==> config.mk <==
export PLATFORM = sky130hd
export DESIGN_NAME = top_k_nearest_points
export DESIGN_NICKNAME = d
export VERILOG_FILES = /design/src/design/tknp_pkg.sv /design/src/design/tknp_ctrl.sv /design/src/design/tknp_dpath.sv /design/src/design/top_k_nearest_points.sv
export SDC_FILE = /design/constraint.sdc
export NUM_CORES = 2
export LEC_CHECK = 0
export BUFFER_PORTS_ARGS = -buffer_cell sky130_fd_sc_hd__buf_2
export CAP_MARGIN = 5
export CORE_MARGIN = 2
export CORE_UTILIZATION = 40
export DETAILED_ROUTE_END_ITERATION = 16
export PLACE_DENSITY = 0.65
export SLEW_MARGIN = 25
export SYNTH_ARGS = -nofsm -noshare
export SYNTH_HDL_FRONTEND = slang
export SYNTH_SLANG_ARGS = --single-unit
==> constraint.sdc <==
create_clock -name aclk -period 19.2 [get_ports aclk]
set_clock_uncertainty 0.1 [all_clocks]
set_input_delay 3.84 -clock aclk [delete_from_list [all_inputs] [get_ports aclk]]
set_output_delay 3.84 -clock aclk [all_outputs]
set_load 0.005 [all_outputs]
==> src/design/tknp_pkg.sv <==
// Shared constants, types and codes for the top-k nearest points block.
package tknp_pkg;

    localparam int LIST_DEPTH  = 8;
    localparam int MAX_RESULTS = 8;
    localparam int COUNT_W     = $clog2(LIST_DEPTH + 1);
    localparam int IDX_W       = $clog2(LIST_DEPTH);

    localparam int TAG_W      = 16;
    localparam int COORD_W    = 16;
    localparam int CONF_W     = 8;
    localparam int DIFF_W     = COORD_W + 1;
    localparam int SQ_W       = 2 * COORD_W;     // (2^16-1)^2 fits 32 bits
    localparam int DIST_W     = SQ_W + 1;
    localparam int OUT_DIST_W = 36;
    localparam int RANK_W     = 3;
    localparam int KEEP_W     = 4;

    localparam int APB_AW = 4;
    localparam int APB_DW = 32;

    localparam logic [KEEP_W-1:0] KEEP_RESET = KEEP_W'(8);

    typedef enum logic [1:0] {
        REG_REF_X      = 2'd0,
        REG_REF_Y      = 2'd1,
        REG_KEEP_COUNT = 2'd2
    } cfg_reg_t;

    typedef enum logic [2:0] {
        ST_IDLE,
        ST_SQUARE,
        ST_SUM,
        ST_INSERT,
        ST_EMIT
    } state_t;

    typedef struct packed {
        logic [DIST_W-1:0]  dsq;
        logic [TAG_W-1:0]   tag;
        logic [COORD_W-1:0] x;
        logic [COORD_W-1:0] y;
        logic [CONF_W-1:0]  conf;
    } entry_t;

    typedef struct packed {
        logic             capture;
        logic             square;
        logic             sum;
        logic             insert;
        logic             emit;
        logic [IDX_W-1:0] emit_idx;
        logic             final_entry;
        logic             clear;
    } dp_cmd_t;

    typedef struct packed {
        logic               last_point;
        logic [COUNT_W-1:0] held_count;
        logic               out_free;
    } dp_stat_t;

endpackage

==> src/design/tknp_ctrl.sv <==
// Sequencer: steps one point through square, sum and insert, and after a batch-end point reads out the list.
module tknp_ctrl import tknp_pkg::*; (
    input  logic              aclk,
    input  logic              aresetn,
    input  logic              s_valid,
    output logic              s_ready,
    input  logic [KEEP_W-1:0] keep_count,
    input  dp_stat_t          stat,
    output dp_cmd_t           cmd
);

    state_t             state_reg, state_next;
    logic [IDX_W-1:0]   idx_reg, idx_next;
    logic [COUNT_W-1:0] keep_eff;
    logic [COUNT_W-1:0] report_n;
    logic               is_final;

    // number of entries to report: min(keep_count, 8, held)
    always_comb begin
        keep_eff = (keep_count > KEEP_W'(MAX_RESULTS)) ? COUNT_W'(MAX_RESULTS)
                                                        : COUNT_W'(keep_count);
        report_n = (keep_eff < stat.held_count) ? keep_eff : stat.held_count;
        is_final = (COUNT_W'(idx_reg) + COUNT_W'(1)) == report_n;
    end

    always_ff @(posedge aclk) begin
        if (!aresetn) begin
            state_reg <= ST_IDLE;
            idx_reg   <= '0;
        end else begin
            state_reg <= state_next;
            idx_reg   <= idx_next;
        end
    end

    // next state
    always_comb begin
        state_next = state_reg;
        idx_next   = idx_reg;
        unique case (state_reg)
            ST_IDLE: begin
                if (s_valid) state_next = ST_SQUARE;
            end
            ST_SQUARE: state_next = ST_SUM;
            ST_SUM:    state_next = ST_INSERT;
            ST_INSERT: begin
                state_next = stat.last_point ? ST_EMIT : ST_IDLE;
                idx_next   = '0;
            end
            ST_EMIT: begin
                if (report_n == '0) begin
                    state_next = ST_IDLE;
                end else if (stat.out_free) begin
                    if (is_final) begin
                        state_next = ST_IDLE;
                        idx_next   = '0;
                    end else begin
                        idx_next = idx_reg + IDX_W'(1);
                    end
                end
            end
            default: state_next = ST_IDLE;
        endcase
    end

    // outputs
    always_comb begin
        cmd             = '0;
        cmd.emit_idx    = idx_reg;
        cmd.final_entry = is_final;
        s_ready         = 1'b0;
        unique case (state_reg)
            ST_IDLE: begin
                s_ready     = 1'b1;
                cmd.capture = s_valid;
            end
            ST_SQUARE: cmd.square = 1'b1;
            ST_SUM:    cmd.sum    = 1'b1;
            ST_INSERT: cmd.insert = 1'b1;
            ST_EMIT: begin
                cmd.emit  = (report_n != '0) && stat.out_free;
                cmd.clear = (report_n == '0) || (stat.out_free && is_final);
            end
            default: ;
        endcase
    end

endmodule

==> src/design/tknp_dpath.sv <==
// Datapath: distance arithmetic, sorted list of held points, result register.
module tknp_dpath import tknp_pkg::*; (
    input  logic                  aclk,
    input  logic                  aresetn,
    input  dp_cmd_t               cmd,
    output dp_stat_t              stat,
    input  logic [COORD_W-1:0]    ref_x,
    input  logic [COORD_W-1:0]    ref_y,
    input  logic [TAG_W-1:0]      s_point_tag,
    input  logic [COORD_W-1:0]    s_pos_x,
    input  logic [COORD_W-1:0]    s_pos_y,
    input  logic [CONF_W-1:0]     s_confidence,
    input  logic                  s_batch_end,
    output logic                  m_valid,
    input  logic                  m_ready,
    output logic [TAG_W-1:0]      m_out_tag,
    output logic [COORD_W-1:0]    m_out_x,
    output logic [COORD_W-1:0]    m_out_y,
    output logic [CONF_W-1:0]     m_out_confidence,
    output logic [OUT_DIST_W-1:0] m_out_dist_sq,
    output logic [RANK_W-1:0]     m_rank,
    output logic                  m_final_entry
);

    logic [TAG_W-1:0]   in_tag_reg;
    logic [COORD_W-1:0] in_x_reg;
    logic [COORD_W-1:0] in_y_reg;
    logic [CONF_W-1:0]  in_conf_reg;
    logic               in_last_reg;

    logic signed [DIFF_W-1:0]   dx, dy;
    logic signed [2*DIFF_W-1:0] prod_x, prod_y;
    logic [SQ_W-1:0]            sq_x_reg, sq_y_reg;
    logic [DIST_W-1:0]          dist_reg;

    entry_t             held_reg  [LIST_DEPTH];
    entry_t             held_next [LIST_DEPTH];
    entry_t             shift_src [LIST_DEPTH];
    entry_t             new_entry;
    logic [LIST_DEPTH-1:0] ins;
    logic [LIST_DEPTH-1:0] ins_prev;
    logic [COUNT_W-1:0] count_reg;

    entry_t             out_reg;
    logic [RANK_W-1:0]  rank_reg;
    logic               final_reg;
    logic               m_valid_reg;

    always_ff @(posedge aclk) begin
        if (cmd.capture) begin
            in_tag_reg  <= s_point_tag;
            in_x_reg    <= s_pos_x;
            in_y_reg    <= s_pos_y;
            in_conf_reg <= s_confidence;
            in_last_reg <= s_batch_end;
        end
    end

    // squares: 17-bit signed difference, one multiplier per axis
    always_comb begin
        dx     = $signed({in_x_reg[COORD_W-1], in_x_reg}) - $signed({ref_x[COORD_W-1], ref_x});
        dy     = $signed({in_y_reg[COORD_W-1], in_y_reg}) - $signed({ref_y[COORD_W-1], ref_y});
        prod_x = dx * dx;
        prod_y = dy * dy;
    end

    always_ff @(posedge aclk) begin
        if (cmd.square) begin
            sq_x_reg <= prod_x[SQ_W-1:0];
            sq_y_reg <= prod_y[SQ_W-1:0];
        end
        if (cmd.sum) begin
            dist_reg <= {1'b0, sq_x_reg} + {1'b0, sq_y_reg};
        end
    end

    // insertion: every held entry compares against the new key at once;
    // the insert flags rise monotonically along the sorted list
    always_comb begin
        new_entry.dsq  = dist_reg;
        new_entry.tag  = in_tag_reg;
        new_entry.x    = in_x_reg;
        new_entry.y    = in_y_reg;
        new_entry.conf = in_conf_reg;
        for (int i = 0; i < LIST_DEPTH; i++) begin
            ins[i] = (COUNT_W'(i) >= count_reg)
                  || (dist_reg < held_reg[i].dsq)
                  || ((dist_reg == held_reg[i].dsq) && (in_tag_reg < held_reg[i].tag));
        end
        ins_prev     = {ins[LIST_DEPTH-2:0], 1'b0};
        shift_src[0] = new_entry;
        for (int i = 1; i < LIST_DEPTH; i++) begin
            shift_src[i] = held_reg[i-1];
        end
        for (int i = 0; i < LIST_DEPTH; i++) begin
            if (ins[i] && !ins_prev[i]) begin
                held_next[i] = new_entry;
            end else if (ins[i]) begin
                held_next[i] = shift_src[i];
            end else begin
                held_next[i] = held_reg[i];
            end
        end
    end

    always_ff @(posedge aclk) begin
        if (cmd.insert) begin
            for (int i = 0; i < LIST_DEPTH; i++) begin
                held_reg[i] <= held_next[i];
            end
        end
    end

    always_ff @(posedge aclk) begin
        if (!aresetn) begin
            count_reg <= '0;
        end else if (cmd.clear) begin
            count_reg <= '0;
        end else if (cmd.insert && (count_reg < COUNT_W'(LIST_DEPTH))) begin
            count_reg <= count_reg + COUNT_W'(1);
        end
    end

    // result register
    always_ff @(posedge aclk) begin
        if (cmd.emit) begin
            out_reg   <= held_reg[cmd.emit_idx];
            rank_reg  <= RANK_W'(cmd.emit_idx);
            final_reg <= cmd.final_entry;
        end
    end

    always_ff @(posedge aclk) begin
        if (!aresetn) begin
            m_valid_reg <= 1'b0;
        end else if (cmd.emit) begin
            m_valid_reg <= 1'b1;
        end else if (m_ready) begin
            m_valid_reg <= 1'b0;
        end
    end

    assign stat.last_point = in_last_reg;
    assign stat.held_count = count_reg;
    assign stat.out_free   = !m_valid_reg || m_ready;

    assign m_valid          = m_valid_reg;
    assign m_out_tag        = out_reg.tag;
    assign m_out_x          = out_reg.x;
    assign m_out_y          = out_reg.y;
    assign m_out_confidence = out_reg.conf;
    assign m_out_dist_sq    = OUT_DIST_W'(out_reg.dsq);
    assign m_rank           = rank_reg;
    assign m_final_entry    = final_reg;

endmodule

==> src/design/top_k_nearest_points.sv <==
// Top level: keeps the nearest points of a batch and reports them in rank order.
//
//  channel  | handshake        | beat
//  ---------+------------------+-------------------------------------------------
//  s_       | s_valid/s_ready  | one point: tag, x, y, confidence, batch end
//  m_       | m_valid/m_ready  | one reported entry: tag, x, y, conf, dist, rank
//  apb      | psel/penable     | ref_x @0x0, ref_y @0x4, keep_count @0x8
//
// A point goes through accept, square (one 17x17 multiplier per axis), sum,
// then a parallel compare-and-shift insert into the eight-entry list.
// After a batch-end point the list is read out one entry per cycle; m_ready
// low holds the sequencer, and the input stays closed until readout is over.
// The result register lets the input reopen as soon as the last beat is loaded.
// aresetn (synchronous) empties the list and loads the register defaults.
module top_k_nearest_points import tknp_pkg::*; (
    input  logic                  aclk,
    input  logic                  aresetn,
    // point input
    input  logic                  s_valid,
    output logic                  s_ready,
    input  logic [TAG_W-1:0]      s_point_tag,
    input  logic [COORD_W-1:0]    s_pos_x,
    input  logic [COORD_W-1:0]    s_pos_y,
    input  logic [CONF_W-1:0]     s_confidence,
    input  logic                  s_batch_end,
    // report output
    output logic                  m_valid,
    input  logic                  m_ready,
    output logic [TAG_W-1:0]      m_out_tag,
    output logic [COORD_W-1:0]    m_out_x,
    output logic [COORD_W-1:0]    m_out_y,
    output logic [CONF_W-1:0]     m_out_confidence,
    output logic [OUT_DIST_W-1:0] m_out_dist_sq,
    output logic [RANK_W-1:0]     m_rank,
    output logic                  m_final_entry,
    // register port
    input  logic                  psel,
    input  logic                  penable,
    input  logic                  pwrite,
    input  logic [APB_AW-1:0]     paddr,
    input  logic [APB_DW-1:0]     pwdata,
    output logic [APB_DW-1:0]     prdata,
    output logic                  pready
);

    logic [COORD_W-1:0] ref_x_reg;
    logic [COORD_W-1:0] ref_y_reg;
    logic [KEEP_W-1:0]  keep_count_reg;
    logic               reg_wr;
    cfg_reg_t           reg_sel;

    dp_cmd_t  ctrl_cmd;
    dp_stat_t dp_stat;

    // register file: word address selects the register, top index unused
    assign pready  = 1'b1;
    assign reg_wr  = psel && penable && pwrite;
    assign reg_sel = cfg_reg_t'(paddr[APB_AW-1:2]);

    always_ff @(posedge aclk) begin
        if (!aresetn) begin
            ref_x_reg      <= '0;
            ref_y_reg      <= '0;
            keep_count_reg <= KEEP_RESET;
        end else if (reg_wr) begin
            unique case (reg_sel)
                REG_REF_X:      ref_x_reg      <= pwdata[COORD_W-1:0];
                REG_REF_Y:      ref_y_reg      <= pwdata[COORD_W-1:0];
                REG_KEEP_COUNT: keep_count_reg <= pwdata[KEEP_W-1:0];
                default: ;
            endcase
        end
    end

    always_comb begin
        unique case (reg_sel)
            REG_REF_X:      prdata = APB_DW'(ref_x_reg);
            REG_REF_Y:      prdata = APB_DW'(ref_y_reg);
            REG_KEEP_COUNT: prdata = APB_DW'(keep_count_reg);
            default:        prdata = '0;
        endcase
    end

    tknp_ctrl u_ctrl (
        .aclk       (aclk),
        .aresetn    (aresetn),
        .s_valid    (s_valid),
        .s_ready    (s_ready),
        .keep_count (keep_count_reg),
        .stat       (dp_stat),
        .cmd        (ctrl_cmd)
    );

    tknp_dpath u_dpath (
        .aclk             (aclk),
        .aresetn          (aresetn),
        .cmd              (ctrl_cmd),
        .stat             (dp_stat),
        .ref_x            (ref_x_reg),
        .ref_y            (ref_y_reg),
        .s_point_tag      (s_point_tag),
        .s_pos_x          (s_pos_x),
        .s_pos_y          (s_pos_y),
        .s_confidence     (s_confidence),
        .s_batch_end      (s_batch_end),
        .m_valid          (m_valid),
        .m_ready          (m_ready),
        .m_out_tag        (m_out_tag),
        .m_out_x          (m_out_x),
        .m_out_y          (m_out_y),
        .m_out_confidence (m_out_confidence),
        .m_out_dist_sq    (m_out_dist_sq),
        .m_rank           (m_rank),
        .m_final_entry    (m_final_entry)
    );

`ifndef NO_ASSERTIONS
    // a point in flight closes the input until its insert is done
    a_busy_after_accept: assert property (@(posedge aclk) disable iff (!aresetn)
        s_valid && s_ready |=> !s_ready)
        else $error("input accepted again while a point was in flight");

    // list never holds more than its depth
    a_count_bound: assert property (@(posedge aclk) disable iff (!aresetn)
        dp_stat.held_count <= COUNT_W'(LIST_DEPTH))
        else $error("held count beyond list depth");

    // loading the final beat empties the list
    a_final_clears: assert property (@(posedge aclk) disable iff (!aresetn)
        ctrl_cmd.emit && ctrl_cmd.final_entry |=> dp_stat.held_count == '0)
        else $error("list not emptied after final beat");

    // no result is loaded over one still waiting
    a_no_overwrite: assert property (@(posedge aclk) disable iff (!aresetn)
        ctrl_cmd.emit |-> (!m_valid || m_ready))
        else $error("result register overwritten while stalled");
`endif

endmodule

==> metrics.txt <==
outcome completed; Synth Cell Area ~0.075 mm^2; placeable core region 0.186 mm^2; achievable frequency a little under 0.1 GHz; Die H 437 um; Post-Route WL around 200,000 um; Skew-Pair Late Insertion Delay ~0.76 ns; Syn Area/Cell around 12 um^2; drc violations 0; Initial Util 0.403; clock-pin slew on the worst setup and hold paths approximately 0.06 ns; slew margin rel. 0.274; WP data arrival 10.43 ns; num ports approximately 230; port bufs about 190; crit end category flop; Ys Warns 0; slowest CP cell fa_1; worst slack, placed roughly 9.2 ns; Area Growth Syn to Fin 9.86%; TritonCTS clock tree built; Routed Antenna Nets 0; cts bufs inserted around 110; RSZ-0062 raised after global routing false; Setup violations, final 0; Clock Sinks 1,004; die area about 0.19 mm^2; final hold slack 0.387 ns; total gr overflow 0; DR iter-0 viols between 4,000 and 5,000; Pre-Repair DR Iteration Count 5; post_cts resized 0; CP max FO 20; max-cap viol count 0; max reg flops between 700 and 800; Longest Clk Path Bufs 3; Die Width between 400 and 500 um; Vias just under 50,000; commonest non-fill, non-tap cells in the layout inv_1 (1,077), edfxtp_1 (957), mux2_2 (652), ha_1 (612), fa_1 (516); largest net degree at the start of global routing 113; final worst-path setup slack 9.12 ns; Final TNS setup 0 ns; Gate Count Post-Synth between 6,000 and 7,000; Tot GR Track Use 0.206; top cells by area, synth edfxtp_1 (38%), fa_1 (14%), ha_1 (10%); Synth async-reset ratio 0; commonest non-fill, non-tap cell in the layout inv_1; mean routed wirelength per cell approximately 23 um; Yosys cell types between 80 and 90; Post-synth top flop edfxtp_1; post-layout min period between 10 and 15 ns; fraction of layout instances using a drive strength above 1 0.209; first-pass GRT wire length about 300,000 um; Critical Path Source Type flop; fin nets between 7,000 and 8,000; cts hold-fix bufs 0; post-synthesis sequential area ratio 0.396; gp weighted congestion 0.920; delay of the slowest critical-path stage ~0.78 ns; max-slew violations 0; Post-synth EDFFs ~960; Post-CTS Setup Bufs 0; Final Hold Vio Count 0; Yosys top cell by area edfxtp_1; antenna violations before repair 2; #FFs+latches synth around 1,000; placed wire-length estimate between 100,000 and 150,000 um; area share of the largest cell type after synthesis 0.384; WS Path Type flop to flop; worst endpoint required time 19.55 ns; crit share post-route 0.525; Crit path top cell by count fa_1; routed vias/inst 5.46; worst hold path class flop to flop; worst-margin pin slew 1.08 ns; row count between 150 and 200; Root Driver clkbuf_16; vias in the first global route roughly 50,000; htree depth 3
-- worst paths after layout --
path	start	depth (start not counted)	to	slack, ns
worst max register to register	u_dpath.in_x_reg[0]	28	u_dpath.sq_x_reg[31]	9.12
worst max-delay path	u_dpath.in_x_reg[0]	28	u_dpath.sq_x_reg[31]	9.12
worst min register to register	ref_y_reg[8]	2	ref_y_reg[8]	0.39
worst min-delay path	ref_y_reg[8]	2	ref_y_reg[8]	0.39
-- logic make-up after synthesis --
family,share of synthesized area
flip-flops,0.396
multiplexers,0.159
XOR/XNOR,0.0165
AO/OA/AOI/OAI,0.0576
other,0.000100
buffers and inverters,0.0686
AND/OR/NAND/NOR,0.0613
adder cells (fa/ha/maj),0.240
-- synth_stat cells (16+ instances only) --
cell      number
mux2_2       652
buf_2         41
mux2_4        20
nand2b_1      27
a211oi_1      17
inv_1       1077
buf_4         38
nand4_1       69
dfxtp_1       47
nor3_1        53
nand2_1      331
and3_1        16
o21a_1        46
fa_1         516
o211ai_1      18
nor2_1       307
ha_1         612
buf_1         26
o21ai_0      128
xnor2_1      106
a21o_1       132
clkbuf_1      97
nor2b_1       58
a21boi_0      38
mux4_2       178
xor2_1        33
edfxtp_1     957
nor4_1        17
nand3_1       46
mux2i_1       23
a21oi_1      158
-- area by class of cell --
cell class / count / area [um^2]
sequential: 1004 / 29700
fill: 17000 / 104000
timing repair buffer: 265 / 1580
clock inverter: 74 / 751
tap: 2480 / 3100
clock buffer: 122 / 2730
inverter: 1090 / 4090
antenna: 1 / 2.50
multi-input combinational: 3814 / 40300
-- worst max-delay path: cells and delay by family (launching register included) --
kind / cells / cell delay, ns
flip-flops: 1 / 0.60
AO/OA/AOI/OAI: 8 / 2.23
buffers and inverters: 6 / 1.14
adder cells (fa/ha/maj): 9 / 4.50
XOR/XNOR: 1 / 0.59
AND/OR/NAND/NOR: 4 / 0.64
-- through the flow --
stage,utilization,area (um^2),instances
detailed placement,0.424,78700,8652
global route,0.443,82300,8849
CTS,0.443,82200,8848
floorplan,-,75000,6118
global placement,0.423,78700,8651
finish,0.443,82300,8850
-- per-layer routing --
layer / track usage / vias to the layer above / wire length, um
met2: 0.334 / 1715 / 93000
met4: 0.0715 / 2 / 7210
met3: 0.0272 / 321 / 12700
met1: 0.285 / 24700 / 86600
met5: 0 / - / 19
li1: - / 21600 / -
Power is not shown: default switching activity piles up to over one toggle a cycle in this logic, so the estimate is an artifact.
